File: src/hdl/linear_interp_chunk_resampler_unit_macros.svh
// Assertion macros shared by the resampler modules.
`ifndef LINEAR_INTERP_CHUNK_RESAMPLER_UNIT_MACROS_SVH
`define LINEAR_INTERP_CHUNK_RESAMPLER_UNIT_MACROS_SVH

// Same-cycle implication, sampled on clk, off while rst_n is low.
`define LIR_ASSERT_IMP(label, ante, cons, msg) \
    label: assert property (@(posedge clk) disable iff (!rst_n) (ante) |-> (cons)) \
        else $error(msg);

// Next-cycle implication, sampled on clk, off while rst_n is low.
`define LIR_ASSERT_NXT(label, ante, cons, msg) \
    label: assert property (@(posedge clk) disable iff (!rst_n) (ante) |=> (cons)) \
        else $error(msg);

`endif

File: src/hdl/lir_pkg.sv
// Shared constants, codes and types of the chunk resampler.
package lir_pkg;

    localparam int FRAC_BITS      = 12;
    localparam int SECTOR_SAMPLES = 64;
    localparam int CHANNELS_DFLT  = 2;

    localparam int IDX_W   = $clog2(SECTOR_SAMPLES);
    localparam int OFS_W   = IDX_W + FRAC_BITS;
    localparam int ADDR_W  = IDX_W + 1;
    localparam int DEPTH   = 2 * SECTOR_SAMPLES;
    localparam int SMP_W   = 16;
    localparam int CHUNK_W = 16;
    localparam int POS_W   = 18;
    localparam int SIDX_W  = 6;
    localparam int STEP_W  = 19;
    localparam int THR_W   = 18;
    localparam int PADDR_W = 3;
    localparam int APB_W   = 32;
    localparam int T_W     = ((OFS_W + 1 > STEP_W) ? OFS_W + 1 : STEP_W) + 1;

    localparam logic signed [STEP_W-1:0] STEP_RESET = STEP_W'(4096);
    localparam logic [THR_W-1:0]         THR_RESET  = THR_W'(100);

    typedef enum logic [1:0] {
        OP_LOAD    = 2'd0,
        OP_SET_POS = 2'd1,
        OP_NEXT    = 2'd2,
        OP_FLUSH   = 2'd3
    } lir_op_t;

    typedef enum logic [1:0] {
        ST_FRAME  = 2'd0,
        ST_SILENT = 2'd1,
        ST_MISS   = 2'd2,
        ST_ACCEPT = 2'd3
    } lir_status_t;

    typedef enum logic {
        REG_STEP   = 1'b0,
        REG_THRESH = 1'b1
    } lir_reg_t;

    typedef struct packed {
        logic              wr_en;
        logic [ADDR_W-1:0] wr_addr;
        logic [ADDR_W-1:0] rd_addr_a;
        logic [ADDR_W-1:0] rd_addr_b;
    } lir_mem_req_t;

    typedef struct packed {
        lir_status_t        status;
        logic [CHUNK_W-1:0] need;
        logic [FRAC_BITS-1:0] alpha;
    } lir_meta_t;

endpackage

File: src/hdl/lir_cache.sv
// Two-slot sample cache: one write port, two registered read ports.
module lir_cache #(
    parameter int CHANNELS = lir_pkg::CHANNELS_DFLT
)
(
    input  logic                                clk,
    input  lir_pkg::lir_mem_req_t               mem_req,
    input  logic                                rd_en,
    input  logic [CHANNELS*lir_pkg::SMP_W-1:0]  wr_data,
    output logic [CHANNELS*lir_pkg::SMP_W-1:0]  rd_a,
    output logic [CHANNELS*lir_pkg::SMP_W-1:0]  rd_b
);
    import lir_pkg::*;

    localparam int WORD_W = CHANNELS * SMP_W;

    logic [WORD_W-1:0] mem [DEPTH];
    logic [WORD_W-1:0] rd_a_reg, rd_b_reg;

    always_ff @(posedge clk)
    begin
        if (mem_req.wr_en)
        begin
            mem[mem_req.wr_addr] <= wr_data;
        end
    end

    always_ff @(posedge clk)
    begin
        if (rd_en)
        begin
            rd_a_reg <= mem[mem_req.rd_addr_a];
            rd_b_reg <= mem[mem_req.rd_addr_b];
        end
    end

    assign rd_a = rd_a_reg;
    assign rd_b = rd_b_reg;

endmodule

File: config.mk
export PLATFORM = sky130hd
export DESIGN_NAME = lir_cache
export DESIGN_NICKNAME = d
export VERILOG_FILES = /design/src/hdl/linear_interp_chunk_resampler_unit_macros.svh /design/src/hdl/lir_pkg.sv /design/src/hdl/lir_cache.sv
export SDC_FILE = /design/constraint.sdc
export NUM_CORES = 2
export LEC_CHECK = 0
export ABC_CLOCK_PERIOD_IN_PS = 8300
export BUFFER_PORTS_ARGS = -buffer_cell sky130_fd_sc_hd__buf_2
export CAP_MARGIN = 20
export CORE_MARGIN = 5
export CORE_UTILIZATION = 42
export CTS_BUF_LIST = sky130_fd_sc_hd__clkbuf_8 sky130_fd_sc_hd__clkbuf_16
export DETAILED_ROUTE_END_ITERATION = 6
export GPL_ROUTABILITY_DRIVEN = 0
export GPL_TIMING_DRIVEN = 0
export SYNTH_ARGS = -nofsm -noshare
export SYNTH_HDL_FRONTEND = slang
export SYNTH_SLANG_ARGS = --single-unit
File: constraint.sdc
create_clock -name clk -period 8.3 [get_ports clk]
set_input_delay 1.245 -clock clk [delete_from_list [all_inputs] [get_ports clk]]
set_output_delay 1.245 -clock clk [all_outputs]
set_load 0.02 [all_outputs]
==> results.toml <==
[die]
core_region_area_mm2 = 0.4491
io_pins = 120
die_area_mm2 = 0.4645
die_h_um = 681.5
initial_core_util = 0.4218
fp.dieW_um = 681.5
num_rows = 246

[pwr]
p_int_w = 0.03567
swShare = 0.2422
power.density_mw_per_mm2 = 214.5
clkPwrFrac = 0.402
switchingPower_w = 0.01140
share_comb_of_total_power = 0.103
power_leakage_nw = 66.65
pwr-share-seq = 0.495
power_w = 0.04707
ir_drop_uv = 185.5

[cts]
cts_resized = 0
tritoncts = "built"
cts_setup_buffers = 0
clock_latency_ps = 1020
clkTransAtPathRegs_ps = 60
cts_buffer_depth = 4
cts-root-buf = "clkbuf_16"
numClockSinks = 4160
htreeDepth = 5
cts_buffers = 424
cts_hold_buf = 0

[sta]
tns_ps = 0
period_needed_ps = 5649
maxSlewHeadroom = 0.09147
post-route-period-util = 0.6806
hold_viol_final = 0
setup_viol = 0
grt_setup_unrepaired = "false"
holdWs_ps = 683.7
clock_skew_ps = 50.31
report.final.slew_viol_count = 0
worstMarginPinSlew_ps = 1363
layout_setup_ws_ps = 2651
fmax_mhz = 177.0

[global_routing]
first_global_vias = 103200
grt_max_degree = 97
grt_usage = 0.2925
overflow = 0
grt_pass1_wl_um = 910200
grt_antenna_before_repair = 147

[routing]
dr.max_layer_used = "met5"
dr.pass1.iters = 6
ant_nets = 0
met1_length_um = 232000
vias = 104200
post_drt_wl_per_cell_um = 45.23
dr_wl_met3_um = 99450
drt-total-wl_um = 686100
drc = 0
initialDrtViolationCount = 16610
wl_met2_um = 316400
via_per_inst = 6.872

[logic_synthesis]
netlist.area_leader.share = 0.6595
synth_nets = 7757
yosys-top-cells-area = "edfxtp_1, mux4_2, clkbuf_1"
ys_seq_area_frac = 0.6595
postSynthAreaPerCell_um2 = 24.60
ys_ff_latch = 4160
synthCells = 7701
yosysTopAreaCell = "edfxtp_1"
synth_cell_type_count = 16
syn-cell-area_mm2 = 0.1894
synth_warnings = 0

[placement]
preCtsSetupSlack_ps = 1752
dp_hpwl_um = 494700
port_buffers = 101

[setup_path]
crit_family = "buffers and inverters"
max_stage_delay_ps = 870
crit_chain = "clkbuf_1 -> buf_6 -> buf_2 -> buf_2 -> mux4_2 -> mux4_2 -> mux4_2 -> mux2_2"
cp_max_fo = 11
path_buf_inv = 4
cp_common_cell = "mux4_2"
worst_ep_required_time_ps = 9020
slowest_stage = "buf_2"
worst_setup_path_end_kind = "register"
path_class = "primary input to register"
worstSetupStartpointType = "primary input"
crit_arrival_ps = 6370

[final_layout]
regArea_mm2 = 0.1249
largest_register_ffs = 4096
layout_commonest_cell = "edfxtp_1"
drive_above_1_share = 0.4596
synthToLayoutAreaGrowth_pct = 15.86
multiInputGateArea_mm2 = 0.06289
final_cell_mix = "edfxtp_1, mux4_2, clkbuf_16"
fillers = 35220
nets = 8632

[status]
outcome = "finished clean"

[worst_hold_path]
hold_class = "primary input to register"

[run]
cap_viol_max_count = 0
## power groups by stage
stage	Clock [W]	Combinational [W]	Sequential (W)
2_1_floorplan	0	0.00219	0.0238
3_3_place_gp	0	0.00439	0.0238
3_5_place_dp	0	0.00462	0.0237
4_1_cts	0.0191	0.00463	0.0233
5_1_grt	0.0199	0.00486	0.0233
6_report	0.0189	0.00483	0.0233
## area by class of cell
class / instances / area share
antenna: 302 / 0.003444
buffer: 619 / 0.01188
clock buffer: 436 / 0.04972
clock inverter: 330 / 0.01164
multi-input combinational: 2922 / 0.2866
sequential: 4160 / 0.5693
tap: 5952 / 0.03394
timing repair buffer: 449 / 0.03351
## layer usage
| layer | global-route usage | up-vias |
|---|---|---|
| met2 | 0.4420 | 7769 |
| met4 | 0.1455 | 56 |
| met3 | 0.1170 | 1333 |
| met1 | 0.3679 | 57520 |
| met5 | 0.003436 | - |
| li1 | - | 37560 |
## worst reg2reg max path, cell delays in order (launching register included)
cell and delay (ps):
edfxtp_1 380, mux4_2 500, mux4_2 640, mux4_2 830
mux2_2 440
## synthesized netlist by cell type, drive strengths merged
master	instances
buf	254
clkbuf	365
edfxtp	4160
mux2	64
mux4	2688
nand2	14
nand2b	2
nand3	12
nand4	3
nor2	122
nor2b	7
nor3	9
or3	1
## worst paths after layout
| kind | startpoint | endpoint | slack (ps) | cells after the start |
|---|---|---|---|---|
| min | wr_data[14] | mem[36][14]$_DFFE_PP_ | 680 | 1 |
| min reg2reg | mem[87][28]$_DFFE_PP_ | rd_b[28]$_DFFE_PP_ | 1290 | 4 |
| max | mem_req[0] | rd_b[1]$_DFFE_PP_ | 2650 | 8 |
| max reg2reg | mem[77][12]$_DFFE_PP_ | rd_a[12]$_DFFE_PP_ | 5290 | 4 |
## metrics by stage
| stage | utilization | instance area (um2) | cells |
|---|---|---|---|
| floorplan | - | 189400 | 7701 |
| global placement | 0.4395 | 197400 | 13750 |
| detailed placement | 0.4554 | 204500 | 14050 |
| CTS | 0.4854 | 218000 | 14820 |
| global route | 0.4882 | 219300 | 15100 |
| finish | 0.4887 | 219400 | 15170 |
## cell families after synthesis
family,share of synthesized area
flops,0.6595
simple gates,0.003679
mux,0.3234
buf+inv,0.01336
No activity file was read; power rests on OpenSTA's default activity.
