### src/hdl/linear_interp_chunk_resampler_unit_macros.svh
// Assertion macros shared by the resampler modules.
`ifndef LINEAR_INTERP_CHUNK_RESAMPLER_UNIT_MACROS_SVH
`define LINEAR_INTERP_CHUNK_RESAMPLER_UNIT_MACROS_SVH

// Same-cycle implication, sampled on clk, off while rst_n is low.
`define LIR_ASSERT_IMP(label, ante, cons, msg) \
    label: assert property (@(posedge clk) disable iff (!rst_n) (ante) |-> (cons)) \
        else $error(msg);

// Next-cycle implication, sampled on clk, off while rst_n is low.
`define LIR_ASSERT_NXT(label, ante, cons, msg) \
    label: assert property (@(posedge clk) disable iff (!rst_n) (ante) |=> (cons)) \
        else $error(msg);

`endif

### src/hdl/lir_pkg.sv
// Shared constants, codes and types of the chunk resampler.
package lir_pkg;

    localparam int FRAC_BITS      = 12;
    localparam int SECTOR_SAMPLES = 64;
    localparam int CHANNELS_DFLT  = 2;

    localparam int IDX_W   = $clog2(SECTOR_SAMPLES);
    localparam int OFS_W   = IDX_W + FRAC_BITS;
    localparam int ADDR_W  = IDX_W + 1;
    localparam int DEPTH   = 2 * SECTOR_SAMPLES;
    localparam int SMP_W   = 16;
    localparam int CHUNK_W = 16;
    localparam int POS_W   = 18;
    localparam int SIDX_W  = 6;
    localparam int STEP_W  = 19;
    localparam int THR_W   = 18;
    localparam int PADDR_W = 3;
    localparam int APB_W   = 32;
    localparam int T_W     = ((OFS_W + 1 > STEP_W) ? OFS_W + 1 : STEP_W) + 1;

    localparam logic signed [STEP_W-1:0] STEP_RESET = STEP_W'(4096);
    localparam logic [THR_W-1:0]         THR_RESET  = THR_W'(100);

    typedef enum logic [1:0] {
        OP_LOAD    = 2'd0,
        OP_SET_POS = 2'd1,
        OP_NEXT    = 2'd2,
        OP_FLUSH   = 2'd3
    } lir_op_t;

    typedef enum logic [1:0] {
        ST_FRAME  = 2'd0,
        ST_SILENT = 2'd1,
        ST_MISS   = 2'd2,
        ST_ACCEPT = 2'd3
    } lir_status_t;

    typedef enum logic {
        REG_STEP   = 1'b0,
        REG_THRESH = 1'b1
    } lir_reg_t;

    typedef struct packed {
        logic              wr_en;
        logic [ADDR_W-1:0] wr_addr;
        logic [ADDR_W-1:0] rd_addr_a;
        logic [ADDR_W-1:0] rd_addr_b;
    } lir_mem_req_t;

    typedef struct packed {
        lir_status_t        status;
        logic [CHUNK_W-1:0] need;
        logic [FRAC_BITS-1:0] alpha;
    } lir_meta_t;

endpackage

### src/hdl/lir_ctrl.sv
// Position, slot tag and cache lookup control; issues sample memory accesses.
`include "linear_interp_chunk_resampler_unit_macros.svh"

module lir_ctrl
(
    input  logic                              clk,
    input  logic                              rst_n,
    input  logic                              accept,
    input  logic [1:0]                        op,
    input  logic                              slot,
    input  logic [lir_pkg::CHUNK_W-1:0]       chunk,
    input  logic [lir_pkg::SIDX_W-1:0]        sample_index,
    input  logic [lir_pkg::POS_W-1:0]         position,
    input  logic signed [lir_pkg::STEP_W-1:0] step,
    input  logic [lir_pkg::THR_W-1:0]         silence_threshold,
    output lir_pkg::lir_mem_req_t             mem_req,
    output lir_pkg::lir_meta_t                meta,
    output logic                              rd_en
);
    import lir_pkg::*;

    logic [CHUNK_W-1:0]   tag_reg [2];
    logic [CHUNK_W-1:0]   tag_next [2];
    logic [1:0]           slot_valid_reg, slot_valid_next;
    logic [CHUNK_W-1:0]   chunk_reg, chunk_next;
    logic [OFS_W-1:0]     offset_reg, offset_next;

    lir_op_t              op_c;
    logic [IDX_W-1:0]     idx, idx2;
    logic [FRAC_BITS-1:0] alpha;
    logic [CHUNK_W-1:0]   next_chunk;
    logic [1:0]           hit_cur, hit_nxt;
    logic                 last, s1, s2, slow;
    logic [STEP_W-1:0]    step_mag;
    logic signed [T_W-1:0] t_sum, t_quo;

    always_comb
    begin
        op_c       = lir_op_t'(op);
        idx        = offset_reg[OFS_W-1:FRAC_BITS];
        alpha      = offset_reg[FRAC_BITS-1:0];
        next_chunk = chunk_reg + CHUNK_W'(1);
        for (int s = 0; s < 2; s++)
        begin
            hit_cur[s] = slot_valid_reg[s] && (tag_reg[s] == chunk_reg);
            hit_nxt[s] = slot_valid_reg[s] && (tag_reg[s] == next_chunk);
        end
        last     = (idx == IDX_W'(SECTOR_SAMPLES - 1));
        idx2     = last ? '0 : idx + IDX_W'(1);
        s1       = !hit_cur[0];
        s2       = last ? !hit_nxt[0] : s1;
        step_mag = step[STEP_W-1] ? -step : step;
        slow     = step_mag < STEP_W'(silence_threshold);

        meta.status = ST_ACCEPT;
        meta.need   = '0;
        meta.alpha  = alpha;
        if (op_c == OP_NEXT)
        begin
            if (slow)
            begin
                meta.status = ST_SILENT;
            end
            else if (hit_cur == 2'b00)
            begin
                meta.status = ST_MISS;
                meta.need   = chunk_reg;
            end
            else if (last && (hit_nxt == 2'b00))
            begin
                meta.status = ST_MISS;
                meta.need   = next_chunk;
            end
            else
            begin
                meta.status = ST_FRAME;
            end
        end

        t_sum = T_W'(signed'({1'b0, offset_reg})) + T_W'(step);
        t_quo = t_sum >>> OFS_W;

        tag_next        = tag_reg;
        slot_valid_next = slot_valid_reg;
        chunk_next      = chunk_reg;
        offset_next     = offset_reg;
        if (accept)
        begin
            case (op_c)
                OP_LOAD:
                begin
                    tag_next[slot]        = chunk;
                    slot_valid_next[slot] = 1'b1;
                end
                OP_SET_POS:
                begin
                    chunk_next  = chunk + CHUNK_W'(position >> OFS_W);
                    offset_next = OFS_W'(position);
                end
                OP_NEXT:
                begin
                    if (meta.status == ST_FRAME)
                    begin
                        offset_next = t_sum[OFS_W-1:0];
                        chunk_next  = chunk_reg + CHUNK_W'(t_quo);
                    end
                end
                OP_FLUSH:
                begin
                    slot_valid_next = '0;
                end
                default:
                begin
                    slot_valid_next = slot_valid_reg;
                end
            endcase
        end

        mem_req.wr_en     = accept && (op_c == OP_LOAD)
                            && (32'(sample_index) < SECTOR_SAMPLES);
        mem_req.wr_addr   = {slot, IDX_W'(sample_index)};
        mem_req.rd_addr_a = {s1, idx};
        mem_req.rd_addr_b = {s2, idx2};
        rd_en             = accept && (meta.status == ST_FRAME);
    end

    always_ff @(posedge clk or negedge rst_n)
    begin
        if (!rst_n)
        begin
            tag_reg[0]     <= '0;
            tag_reg[1]     <= '0;
            slot_valid_reg <= '0;
            chunk_reg      <= '0;
            offset_reg     <= '0;
        end
        else
        begin
            tag_reg        <= tag_next;
            slot_valid_reg <= slot_valid_next;
            chunk_reg      <= chunk_next;
            offset_reg     <= offset_next;
        end
    end

    `LIR_ASSERT_NXT(a_no_advance_unless_frame, accept && (op_c == OP_NEXT) && (meta.status != ST_FRAME), $stable(chunk_reg) && $stable(offset_reg), "position moved on a silent or missed frame")
    `LIR_ASSERT_NXT(a_flush_clears_slots, accept && (op_c == OP_FLUSH), slot_valid_reg == 2'b00, "flush left a slot valid")
    `LIR_ASSERT_NXT(a_load_marks_slot, accept && (op_c == OP_LOAD), slot_valid_reg[$past(slot)], "load did not mark its slot valid")

endmodule

### config.mk
export PLATFORM = sky130hd
export DESIGN_NAME = lir_ctrl
export DESIGN_NICKNAME = d
export VERILOG_FILES = /design/src/hdl/lir_pkg.sv /design/src/hdl/lir_ctrl.sv
export VERILOG_INCLUDE_DIRS = /design/src /design/src/hdl
export SDC_FILE = /design/constraint.sdc
export NUM_CORES = 1
export LEC_CHECK = 0
export ABC_CLOCK_PERIOD_IN_PS = 12800
export BUFFER_PORTS_ARGS = -buffer_cell sky130_fd_sc_hd__buf_2
export CAP_MARGIN = 20
export CELL_PAD_IN_SITES_DETAIL_PLACEMENT = 1
export CELL_PAD_IN_SITES_GLOBAL_PLACEMENT = 1
export CORE_ASPECT_RATIO = 0.9
export CORE_UTILIZATION = 29
export DETAILED_ROUTE_END_ITERATION = 10
export PLACE_DENSITY_LB_ADDON = 0.1
export RECOVER_POWER = 50
export SETUP_SLACK_MARGIN = 0.15
export SYNTH_ARGS = -nofsm -noshare
export SYNTH_HDL_FRONTEND = slang
export SYNTH_SLANG_ARGS = --single-unit
### constraint.sdc
create_clock -name clk -period 12.8 [get_ports clk]
set_input_delay 0.64 -clock clk [delete_from_list [all_inputs] [get_ports clk]]
set_output_delay 0.64 -clock clk [all_outputs]
set_load 0.005 [all_outputs]
==> metrics <==
final instance area 7930 µm²; failing checks max-capacitance violations, max-slew violations; hold path start tag_reg[13]$_DFFE_PN0P_; status finished, violations left; TritonCTS Buffers 9; CP peak stage delay 0.49 ns; chip height around 150 µm; most common cell after layout, fill and taps aside buf_2; DRT antenna net count 0; H-tree levels 3; Period Utilization, post-route a little over two fifths; Total GRT Usage 18.5%; Post-Syn Nets approximately 900; initial antenna violation count 0; # DRC 0; crit path DAT 5.58 ns; postcts setup bufs 0; vias post-DR 5767; Final Setup Violations 0; Iter 0 DRT Violations 222; # diodes 0; reg2reg path depth 18; area post-placement 7660 µm²; # Max-Cap Violations 1; Placer Congestion ~0.84; DRT Wirelength 21700 µm; vias in the first global route 6018; Root Buffer Master clkbuf_16; final-layout fill cell count around 2700; clock-pin slew on the worst setup and hold paths roughly 0.060 ns; YS warnings 0; Max clock buf depth 2; HP Class flip-flop to flip-flop; Setup crit end kind flip-flop; first-pass GRT wire length roughly 34000 µm; Final Non-Filler Cells about 1100; Min-Delay Endpoint tag_reg[13]$_DFFE_PN0P_; register area share after synthesis 24.8%; IO buf count 123; DR vias/cell roughly 5; min Tclk post-route 5.33 ns; ys async rst share between 90% and 100%; cells along the critical path buf_2 -> ha_1 -> a211oi_1 -> o21bai_1 -> o211ai_1 -> a21oi_1 -> o31ai_1 -> a21oi_1 -> inv_1 -> ha_1 -> a211o_1 -> a2111oi_0 -> nor3_1 -> a21oi_1 -> a21oi_1 -> a31oi_1 -> xor2_1 -> nand4_1 -> o211ai_1; largest net degree at the start of global routing 69; starting density of the core 30.0%; Slew Viols, Final 69; critical path's most frequent cell a21oi_1; worst vdd ir between 0.06 and 0.07 mV; clk sinks 68; hold_buf cts 0; Clock Skew 0.0111 ns; reg2reg start offset_reg[1]$_DFFE_PN0P_; EDFF count, synth 0; hold depth 1; fmax around 190 MHz; layout cells sized above 1 26.7%; overall die area 24300 µm²; CP max-delay cell inv_1; area growth from synthesis to final layout 15.7%; CTS-repair resized insts 0; drt wl/cell ~19 µm; RSZ-0062 raised after global routing false; Total Nets Final 990; top_reg_cell synth dfrtp_1; Reg-to-Reg End chunk_reg[15]$_DFFE_PN0P_; DRT Pass-1 Iters 4; Rel. slew slack -159%; mapped cell area 6860 µm²; Core Box Area ~23000 µm²; measured slew at the worst slew-check pin 3.89 ns; row count 52; PD cells 209 nW/µm²; IO Count 136; Detailed Place HPWL 17400 µm; Distinct cells, synth 62; Pleak 3.57 nW; Worst-Skew Late Latency 0.35 ns; reg2reg setup slack ~7.5 ns; CP required between 10 and 15 ns; GRT overflow 0; cells after synthesis 747; CP Launch Type input pin; total negative slack 0 ns; CTS tree built; final total power 1.66 mW; final design utilization between 30% and 40%; Yosys reg bits 68; number of flip-flops in the largest register 32; Die X between 150 and 200 µm; Worst Path Max Fanout 17; Crit Path Category input pin to flip-flop; DP Cell Count 1132; Hold Fails Final Rpt 0; syn avg cell area 9.18 µm²; most frequent cells in the layout 109 x buf_2, 68 x dfrtp_1, 65 x xnor2_1, 58 x mux2_2, 58 x ha_1
## Yosys cell counts, types with 20 or more instances
| library cell | n | area [µm²] |
|---|---|---|
| dfrtp_1 | 68 | 1700 |
| xnor2_1 | 65 | 569 |
| ha_1 | 59 | 738 |
| mux2_2 | 58 | 653 |
| nor2_1 | 54 | 203 |
| xor2_1 | 50 | 438 |
| nand2_1 | 45 | 169 |
| inv_1 | 36 | 135 |
| a21oi_1 | 35 | 175 |
| o21ai_0 | 33 | 165 |
| mux2_4 | 29 | 435 |
| nand3_1 | 20 | 100 |
## critical path, delay by kind of cell
| family | cells | cell delay (ns) |
|---|---|---|
| AND/OR/NAND/NOR | 2 | 0.26 |
| buffers and inverters | 2 | 0.61 |
| AO/OA/AOI/OAI | 12 | 3.19 |
| XOR/XNOR | 1 | 0.22 |
| adder cells (fa/ha/maj) | 2 | 0.66 |
## stage by stage
| step | hold slack [ns] | setup slack, ns |
|---|---|---|
| final | 0.532 | 7.47 |
| after global routing | 0.539 | 7.01 |
| after CTS | 0.532 | 7.44 |
| after detailed placement | 0.519 | 7.09 |
| after global placement | 0.510 | 7.23 |
| after floorplan | 0.344 | 7.96 |
## cell type report
cell class                 count  area (µm²)  area share, %
multi-input combinational    604        4810           60.6
clock buffer                  10         239           3.01
clock inverter                 6        48.8          0.615
inverter                      36         135           1.70
sequential                    68        1700           21.5
timing repair buffer         127         624           7.87
tap                          297         372           4.69
## where the power goes
part | switching, mW | total, mW | internal, mW
Clock | 0.106 | 0.244 | 0.138
Sequential | 0.158 | 0.444 | 0.286
Combinational | 0.502 | 0.973 | 0.471
## worst max-delay path by stage
stage                                    from                         to  slack [ns]  depth (start not counted)
floorplan                             step[0]  chunk_reg[14]$_DFFE_PN0P_        7.96                         23
global placement                      step[1]   chunk_reg[9]$_DFFE_PN0P_        7.23                         19
detailed placement                    step[1]   chunk_reg[9]$_DFFE_PN0P_        7.09                         19
CTS                 offset_reg[1]$_DFFE_PN0P_  chunk_reg[15]$_DFFE_PN0P_        7.44                         18
global route        offset_reg[1]$_DFFE_PN0P_  chunk_reg[15]$_DFFE_PN0P_        7.01                         18
finish                                step[1]  chunk_reg[15]$_DFFE_PN0P_        7.47                         19
## layer usage
metal	up-vias	GRT usage, %	routed length [µm]
met5	-	0	0
met4	0	3.24	174
met3	16	3.03	768
met2	93	29.5	9770
met1	2809	26.2	10900
li1	2849	-	-
## cell families (layout without fill, tap and decap cells)
| family | after synthesis | count (layout) | synth area share (%) |
|---|---|---|---|
| AND/OR/NAND/NOR | 199 | 199 | 14.4 |
| AO/OA/AOI/OAI | 137 | 137 | 13.0 |
| XOR/XNOR | 115 | 115 | 14.7 |
| multiplexers | 92 | 92 | 16.6 |
| buffers and inverters | 75 | 179 | 5.15 |
| flip-flops | 68 | 68 | 24.8 |
| adder cells (fa/ha/maj) | 61 | 61 | 11.4 |
Note: power is estimated with default switching activity, not from simulation.
