==> src/hdl/linear_interp_chunk_resampler_unit_macros.svh <==
// Assertion macros shared by the resampler modules.
`ifndef LINEAR_INTERP_CHUNK_RESAMPLER_UNIT_MACROS_SVH
`define LINEAR_INTERP_CHUNK_RESAMPLER_UNIT_MACROS_SVH

// Same-cycle implication, sampled on clk, off while rst_n is low.
`define LIR_ASSERT_IMP(label, ante, cons, msg) \
    label: assert property (@(posedge clk) disable iff (!rst_n) (ante) |-> (cons)) \
        else $error(msg);

// Next-cycle implication, sampled on clk, off while rst_n is low.
`define LIR_ASSERT_NXT(label, ante, cons, msg) \
    label: assert property (@(posedge clk) disable iff (!rst_n) (ante) |=> (cons)) \
        else $error(msg);

`endif

==> src/hdl/lir_pkg.sv <==
// Shared constants, codes and types of the chunk resampler.
package lir_pkg;

    localparam int FRAC_BITS      = 12;
    localparam int SECTOR_SAMPLES = 64;
    localparam int CHANNELS_DFLT  = 2;

    localparam int IDX_W   = $clog2(SECTOR_SAMPLES);
    localparam int OFS_W   = IDX_W + FRAC_BITS;
    localparam int ADDR_W  = IDX_W + 1;
    localparam int DEPTH   = 2 * SECTOR_SAMPLES;
    localparam int SMP_W   = 16;
    localparam int CHUNK_W = 16;
    localparam int POS_W   = 18;
    localparam int SIDX_W  = 6;
    localparam int STEP_W  = 19;
    localparam int THR_W   = 18;
    localparam int PADDR_W = 3;
    localparam int APB_W   = 32;
    localparam int T_W     = ((OFS_W + 1 > STEP_W) ? OFS_W + 1 : STEP_W) + 1;

    localparam logic signed [STEP_W-1:0] STEP_RESET = STEP_W'(4096);
    localparam logic [THR_W-1:0]         THR_RESET  = THR_W'(100);

    typedef enum logic [1:0] {
        OP_LOAD    = 2'd0,
        OP_SET_POS = 2'd1,
        OP_NEXT    = 2'd2,
        OP_FLUSH   = 2'd3
    } lir_op_t;

    typedef enum logic [1:0] {
        ST_FRAME  = 2'd0,
        ST_SILENT = 2'd1,
        ST_MISS   = 2'd2,
        ST_ACCEPT = 2'd3
    } lir_status_t;

    typedef enum logic {
        REG_STEP   = 1'b0,
        REG_THRESH = 1'b1
    } lir_reg_t;

    typedef struct packed {
        logic              wr_en;
        logic [ADDR_W-1:0] wr_addr;
        logic [ADDR_W-1:0] rd_addr_a;
        logic [ADDR_W-1:0] rd_addr_b;
    } lir_mem_req_t;

    typedef struct packed {
        lir_status_t        status;
        logic [CHUNK_W-1:0] need;
        logic [FRAC_BITS-1:0] alpha;
    } lir_meta_t;

endpackage

==> src/hdl/lir_interp.sv <==
// Interpolation pipeline: multiply stage, round-and-add stage, output register.
`include "linear_interp_chunk_resampler_unit_macros.svh"

module lir_interp #(
    parameter int CHANNELS = lir_pkg::CHANNELS_DFLT
)
(
    input  logic                               clk,
    input  logic                               rst_n,
    input  logic                               in_load,
    output logic                               in_ready,
    input  lir_pkg::lir_meta_t                 meta_in,
    input  logic [CHANNELS*lir_pkg::SMP_W-1:0] rd_a,
    input  logic [CHANNELS*lir_pkg::SMP_W-1:0] rd_b,
    output logic                               out_valid,
    input  logic                               out_ready,
    output logic signed [lir_pkg::SMP_W-1:0]   left_out,
    output logic signed [lir_pkg::SMP_W-1:0]   right_out,
    output lir_pkg::lir_status_t               status,
    output logic [lir_pkg::CHUNK_W-1:0]        needed_chunk
);
    import lir_pkg::*;

    localparam int PROD_W = SMP_W + FRAC_BITS + 2;
    localparam logic signed [PROD_W-1:0] RND = PROD_W'((1 << FRAC_BITS) - 1);

    logic v1_reg, v1_next, v2_reg, v2_next, vo_reg, vo_next;
    logic rdy1, rdy2, rdyo;

    lir_meta_t meta1_reg, meta2_reg;

    logic signed [SMP_W-1:0]  smp_a [2];
    logic signed [SMP_W-1:0]  smp_b [2];
    logic signed [SMP_W:0]    diff [2];
    logic signed [FRAC_BITS:0] alpha_s;
    logic signed [PROD_W-1:0] prod_next [2];
    logic signed [PROD_W-1:0] prod_reg [2];
    logic signed [SMP_W-1:0]  base_next [2];
    logic signed [SMP_W-1:0]  base_reg [2];
    logic signed [PROD_W-1:0] adj [2];
    logic signed [PROD_W-1:0] quo [2];
    logic signed [SMP_W-1:0]  res [2];

    logic signed [SMP_W-1:0]  left_reg, left_next, right_reg, right_next;
    lir_status_t              status_reg;
    logic [CHUNK_W-1:0]       need_reg;

    always_comb
    begin
        rdyo    = !vo_reg || out_ready;
        rdy2    = !v2_reg || rdyo;
        rdy1    = !v1_reg || rdy2;
        v1_next = rdy1 ? in_load : v1_reg;
        v2_next = rdy2 ? v1_reg : v2_reg;
        vo_next = rdyo ? v2_reg : vo_reg;
    end

    always_comb
    begin
        smp_a[0] = rd_a[SMP_W-1:0];
        smp_a[1] = rd_a[CHANNELS*SMP_W-1 -: SMP_W];
        smp_b[0] = rd_b[SMP_W-1:0];
        smp_b[1] = rd_b[CHANNELS*SMP_W-1 -: SMP_W];
        alpha_s  = signed'({1'b0, meta1_reg.alpha});
        for (int l = 0; l < 2; l++)
        begin
            diff[l]      = (SMP_W+1)'(smp_b[l]) - (SMP_W+1)'(smp_a[l]);
            prod_next[l] = PROD_W'(diff[l]) * PROD_W'(alpha_s);
            base_next[l] = smp_a[l];
            // truncate toward zero
            adj[l]       = prod_reg[l][PROD_W-1] ? prod_reg[l] + RND : prod_reg[l];
            quo[l]       = adj[l] >>> FRAC_BITS;
            res[l]       = base_reg[l] + SMP_W'(quo[l]);
        end
        left_next  = (meta2_reg.status == ST_FRAME) ? res[0] : '0;
        right_next = (meta2_reg.status == ST_FRAME) ? res[1] : '0;
    end

    always_ff @(posedge clk or negedge rst_n)
    begin
        if (!rst_n)
        begin
            v1_reg <= 1'b0;
            v2_reg <= 1'b0;
            vo_reg <= 1'b0;
        end
        else
        begin
            v1_reg <= v1_next;
            v2_reg <= v2_next;
            vo_reg <= vo_next;
        end
    end

    always_ff @(posedge clk)
    begin
        if (rdy1 && in_load)
        begin
            meta1_reg <= meta_in;
        end
        if (rdy2 && v1_reg)
        begin
            meta2_reg <= meta1_reg;
            prod_reg  <= prod_next;
            base_reg  <= base_next;
        end
        if (rdyo && v2_reg)
        begin
            left_reg   <= left_next;
            right_reg  <= right_next;
            status_reg <= meta2_reg.status;
            need_reg   <= meta2_reg.need;
        end
    end

    assign in_ready     = rdy1;
    assign out_valid    = vo_reg;
    assign left_out     = left_reg;
    assign right_out    = right_reg;
    assign status       = status_reg;
    assign needed_chunk = need_reg;

    `LIR_ASSERT_IMP(a_quiet_unless_frame, vo_reg && (status_reg != ST_FRAME), (left_reg == '0) && (right_reg == '0), "samples not zero on a non-frame beat")
    `LIR_ASSERT_IMP(a_need_only_on_miss, vo_reg && (status_reg != ST_MISS), need_reg == '0, "needed chunk set without a miss")
    `LIR_ASSERT_IMP(a_stage2_from_stage1, $rose(v2_reg), $past(v1_reg), "second stage filled from an empty first stage")

endmodule
==> config.mk <==
export PLATFORM = sky130hd
export DESIGN_NAME = lir_interp
export DESIGN_NICKNAME = d
export VERILOG_FILES = /design/src/hdl/lir_pkg.sv /design/src/hdl/lir_interp.sv
export VERILOG_INCLUDE_DIRS = /design/src /design/src/hdl
export SDC_FILE = /design/constraint.sdc
export NUM_CORES = 1
export LEC_CHECK = 0
export BUFFER_PORTS_ARGS = -buffer_cell sky130_fd_sc_hd__buf_2
export CORE_MARGIN = 8
export CORE_UTILIZATION = 25
export CTS_CLUSTER_DIAMETER = 100
export DETAILED_ROUTE_END_ITERATION = 8
export PLACE_DENSITY = 0.41
export RECOVER_POWER = 50
export SLEW_MARGIN = 10
export SYNTH_ARGS = -nofsm -noshare
export SYNTH_HDL_FRONTEND = slang
export SYNTH_SLANG_ARGS = --single-unit
==> constraint.sdc <==
create_clock -name clk -period 9.6 [get_ports clk]
set_input_delay 0.96 -clock clk [delete_from_list [all_inputs] [get_ports clk]]
set_output_delay 0.96 -clock clk [all_outputs]
set_load 0.01 [all_outputs]
==> impl_metrics.csv, run 1 <==
group,metric,value,unit
global_route,grt_pass1_vias,19090,
detailed_routing,dr.pass1.iters,5,
cts,cts_resized,0,
detailed_routing,drt-vias-per-instance,4.380,
sta,fin_crit,8269,ps
sta,fmax,0.1209,GHz
finish,n_fill_cell,10400,
synthesis,async_reset_ff_share,1.571,%
synthesis,ys_warn_count,0,
setup_path,cp-start-kind,"input pin",
synthesis,avgSynthCellArea,9.898,um^2
synthesis,ys_seq_elements,191,
setup_path,crit_type,"in -> reg",
finish,multi_input_area,16700,um^2
setup_path,cp_max_fo,17,
detailed_routing,drt_first_iter_violations,715,
finish,area_growth,11.46,%
floorplan,initial_core_util,25.27,%
finish,largest_reg_flops,58,
cts,cts_tree,"done",
run_status,outcome,"finished with violations",
cts,clkTransAtPathRegs,90,ps
cts,numCtsBuffers,17,
synthesis,synth-adder-area-share,40.30,%
synthesis,synth_ff_type,"edfxtp_1",
detailed_routing,routed_wl,63730,um
synthesis,synth_top_cell_by_area,"fa_1",
synthesis,post_synth_and_or_nand_nor_area_fraction,13.74,%
sta,setup_viol,0,
floorplan,core.rowCount,115,
floorplan,die_y,331.6,um
synthesis,ys_types,74,
cts,clockBufferDepth,2,
global_route,overflow,0,
cts,hold_buffers,0,
detailed_routing,vias,17210,
sta,finClkSkew,28.09,ps
global_route,grtUsageTotal,11.94,%
sta,hold_viol_final,0,
setup_path,required,9840,ps
sta,relSlewSlack,-162.2,%
setup_path,critPathTopFamily,"adder cells",
setup_path,end_kind,"flop",
placed_design,port_buffers,149,
sta,rsz0062_at_grt,"no",
finish,drive_gt1_share,7.721,%
global_route,grt_pass1_wl,105100,um
cts,insertion_delay,510,ps
sta,slew_viol_final,87,
synthesis,synth_xor_area_share,4.994,%
synthesis,synth.yosys.seq_area_share,22.97,%
cts,postCtsSetupBuffers,0,
synthesis,synth.most_common_cell,"inv_1",
synthesis,synth_compound_area_share,7.913,%
setup_path,cp.buffers_inverters,7,
setup_path,arrival,8510,ps
synthesis,synth_edf_count,188,
finish,antenna_cells,0,
floorplan,coreArea,98560,um^2
finish,fin_nets,3303,
placed_design,place_congestion,0.7779,
worst_hold_path,min_path_type,"in -> async",
synthesis,synthTopCellsByCount,"inv_1, fa_1, nand2_1",
sta,worstMarginPinSlew,3930,ps
placed_design,dp_hpwl,49810,um
sta,min_period_over_period,86.14,%
global_route,antenna_found_initial,0,
setup_path,max_stage_delay,570,ps
floorplan,dieArea,110000,um^2
detailed_routing,antenna_left,0,
global_route,grt_max_degree,56,
synthesis,muxShareOfSynthArea,0.1206,%
detailed_routing,drc_errors,0,
synthesis,synthCells,2516,
run_status,violations,"capacitance limit, slew limit",
sta,fin_tns_setup,0,ps
setup_path,cpMostUsedCell,"fa_1",
floorplan,fp.dieW,331.6,um
synthesis,synth_top_area_share,30.07,%
finish,ff_latch_area,5720,um^2
synthesis,netlist_area,24900,um^2
floorplan,num_io_pins,150,
synthesis,synth_top_family_by_area,"adder cells",
flow_run,drv_cap,2,
synthesis,syn_nets,3190,
cts,clock-sinks,191,
cts,htreeDepth,4,
detailed_routing,routedWlPerCell,16.22,um
cts,cts_root_buffer,"clkbuf_16",
setup_path,worst_path_max_delay_cell,"o311a_1",
synthesis,synth_area_leaders,"fa_1, edfxtp_1, ha_1",
per-stage QoR:
stage / worst slack, ps / cell area [um^2] / std cells / hold slack (ps) / util (%)
2_1_floorplan: 1588 / 24900 / 2516 / 400.3 / -
3_3_place_gp: 973.1 / 27190 / 3897 / 402.6 / 27.59
3_5_place_dp: 822.7 / 27190 / 3897 / 404.5 / 27.59
4_1_cts: 1348 / 27810 / 3929 / 197.0 / 28.22
5_1_grt: 889.8 / 27760 / 3929 / 228.4 / 28.16
6_report: 1331 / 27760 / 3929 / 262.6 / 28.16
cell usage in the layout (no fill, tap or decap), drive strengths merged, types with 7 or more instances in the layout:
cell type  instances
inv              562
fa               374
nand2            226
ha               202
edfxtp           188
and2             164
buf              153
xnor2            102
nor2              77
a21oi             70
clkbuf            58
o21ai             45
xor2              40
nand3             37
nor2b             36
a21o              27
nor3              22
nand2b            22
and3              17
o21bai            17
a41oi             16
o21a              14
and3b             13
nand4             12
nor4              10
o311ai            10
a211oi             9
a41o               8
a31oi              8
nand3b             8
o311a              7
logic make-up after synthesis:
family	count (synthesis)
DFF	191
AOI/OAI and AO/OA	279
and+or+nand+nor	669
muxes	3
adders and majority gates	578
buffers and inverters	654
xor gates and xnor gates	142
metal layers:
metal | wire length [um] | part of all wire (%) | track usage, %
met5 | 0 | 0 | 0
met4 | 829 | 1.3 | 2.686
met3 | 1717 | 2.7 | 1.568
met2 | 32590 | 51 | 21.45
met1 | 28600 | 45 | 15.16
worst paths after layout:
check                         startpoint              end  slack (ps)  depth (start not counted)
max in group asynchronous          rst_n           v2_reg        9180                          1
hold reg to reg            meta2_reg[20]  needed_chunk[8]         420                          0
setup / recovery                 rd_b[0]     prod_reg[59]        1330                         29
hold / removal                     rst_n        out_valid         260                          1
min in group clk           meta2_reg[20]  needed_chunk[8]         420                          0
setup reg to reg              alpha_s[1]     prod_reg[27]        2900                         20
final cells by class:
cell class | count | area share [%]
sequential | 191 | 20.61
inverter | 555 | 7.505
tap | 1287 | 5.801
multi-input combinational | 1671 | 60.17
clock inverter | 14 | 0.6807
clock buffer | 18 | 1.546
timing repair buffer | 193 | 3.687
Power of run 1 is not shown: default switching activity piles up to over one toggle a cycle in this logic, so the estimate is an artifact.
==> inputs of run 2 (changes only) <==
--- a/config.mk
+++ b/config.mk
@@ -7,7 +7,7 @@
 export NUM_CORES = 1
 export LEC_CHECK = 0
 export BUFFER_PORTS_ARGS = -buffer_cell sky130_fd_sc_hd__buf_2
-export CORE_MARGIN = 8
+export CORE_MARGIN = 1
 export CORE_UTILIZATION = 25
 export CTS_CLUSTER_DIAMETER = 100
 export DETAILED_ROUTE_END_ITERATION = 8
==> run 2 against run 1 <==
Compared with the run above: the flow still finishes with violations (capacitance limit, slew limit); fmax is 0.36% higher; clock-buffer cell count is 1 lower; setup slack better by 29 ps; utilization hardly changed; highest routed layer is now met5; register-to-register slack worse by 950 ps.
==> impl_metrics.csv, run 2 (synthesis results as in run 1) <==
group,metric,value,unit
placed_design,dp_hpwl,48250,um
cts,hold_buffers,0,
cts,clockBufferDepth,2,
worst_hold_path,min_path_type,"in -> async",
run_status,violations,"capacitance limit, slew limit",
floorplan,num_io_pins,150,
floorplan,coreArea,98560,um^2
cts,cts_tree,"done",
flow_run,drv_cap,4,
finish,mostFrequentLayoutCells,"inv_1, fa_1, nand2_1",
global_route,grtUsageTotal,12.91,%
finish,final_common_cell,"inv_1",
detailed_routing,vias,17300,
global_route,grt_pass1_wl,101900,um
placed_design,pre_cts_slack,856.8,ps
sta,worstMarginPinSlew,3920,ps
global_route,overflow,0,
floorplan,fp.dieW,317.6,um
setup_path,end_kind,"flop",
detailed_routing,highest_layer,"met5",
setup_path,arrival,8480,ps
global_route,grt_max_degree,56,
placed_design,place_congestion,0.8068,
global_route,grt_pass1_vias,18420,
sta,setup_viol,0,
sta,slew_viol_final,133,
sta,rsz0062_at_grt,"no",
sta,fin_tns_setup,0,ps
sta,fmax,0.1214,GHz
cts,clock-sinks,191,
floorplan,initial_core_util,25.27,%
setup_path,required,9840,ps
cts,numCtsBuffers,17,
detailed_routing,drt-vias-per-instance,4.400,
cts,cts_resized,0,
floorplan,dieArea,100900,um^2
finish,fin_nets,3306,
detailed_routing,routed_wl,62450,um
setup_path,cp_max_fo,18,
detailed_routing,met2WireLength,31490,um
detailed_routing,drc_errors,0,
setup_path,cp-start-kind,"input pin",
detailed_routing,dr.pass1.iters,5,
detailed_routing,wl_met1,28390,um
placed_design,port_buffers,149,
sta,setup_slack,1360,ps
cts,clkTransAtPathRegs,90,ps
setup_path,r2r_start,"alpha_s[0]",
cts,htreeDepth,4,
detailed_routing,drt_first_iter_violations,773,
setup_path,crit_start,"rd_a[0]",
detailed_routing,routedWlPerCell,15.88,um
detailed_routing,antenna_left,0,
sta,fin_crit,8240,ps
finish,largest_reg_flops,58,
sta,min_period_over_period,85.83,%
finish,drive_gt1_share,7.750,%
detailed_routing,met3WireLength,1671,um
global_route,antenna_found_initial,1,
setup_path,crit_type,"in -> reg",
cts,insertion_delay,490,ps
cts,cts_root_buffer,"clkbuf_16",
cts,postCtsSetupBuffers,0,
finish,area_growth,11.42,%
run_status,outcome,"finished with violations",
sta,hold_ws,261.9,ps
floorplan,core.rowCount,115,
sta,hold_viol_final,0,
sta,finClkSkew,20.98,ps
floorplan,die_y,317.6,um
sta,relSlewSlack,-161.4,%
==> run 2: stage by stage <==
stage          instances  util (%)  cell area [um^2]
6_report            3933     28.15             27750
5_1_grt             3932     28.15             27740
4_1_cts             3932     28.21             27810
3_5_place_dp        3900     27.61             27220
3_3_place_gp        3900     27.61             27220
2_1_floorplan       2516         -             24900
==> run 2: final timing paths <==
path	end	depth (start not counted)	slack, ps
max	prod_reg[59]	28	1360
min	v2_reg	1	260
max reg2reg	prod_reg[59]	17	1950
min reg2reg	needed_chunk[8]	0	420
max in group asynchronous	out_valid	1	9180
min in group clk	needed_chunk[8]	0	420
==> run 2: layout make-up <==
| class | instances | area [um^2] |
|---|---|---|
| multi-input combinational | 1671 | 16700 |
| timing repair buffer | 196 | 1041 |
| tap | 1287 | 1610 |
| clock inverter | 15 | 162.7 |
| antenna | 1 | 2.502 |
| clock buffer | 17 | 425.4 |
| sequential | 191 | 5720 |
| inverter | 555 | 2083 |
| fill | 10310 | 70820 |
==> run 2: metal layers <==
metal  track usage, %  vias to the layer above
met5                0                        -
met4            3.290                        2
met3            1.611                       43
met2            22.56                      252
met1            16.79                     8808
li1                 -                     8199
==> run 2: critical path: stages <==
cell and delay, ps:
clkbuf_1 90, ha_1 240, fa_1 410, nor2b_1 140, o21ai_1 90, a21boi_1 210
o21ai_1 130, a21o_1 230, a21o_1 190, o311a_1 550, buf_4 300, a41oi_1 500
fa_1 500, inv_1 80, fa_1 440, fa_1 510, fa_1 490, inv_1 50
fa_1 480, inv_1 50, ha_1 310, inv_1 110, o21ai_0 100, a211oi_1 280
o21ai_0 170, a2111o_1 360, a2111oi_0 410, nor3b_1 100
Power of run 2 is left out for the same reason.
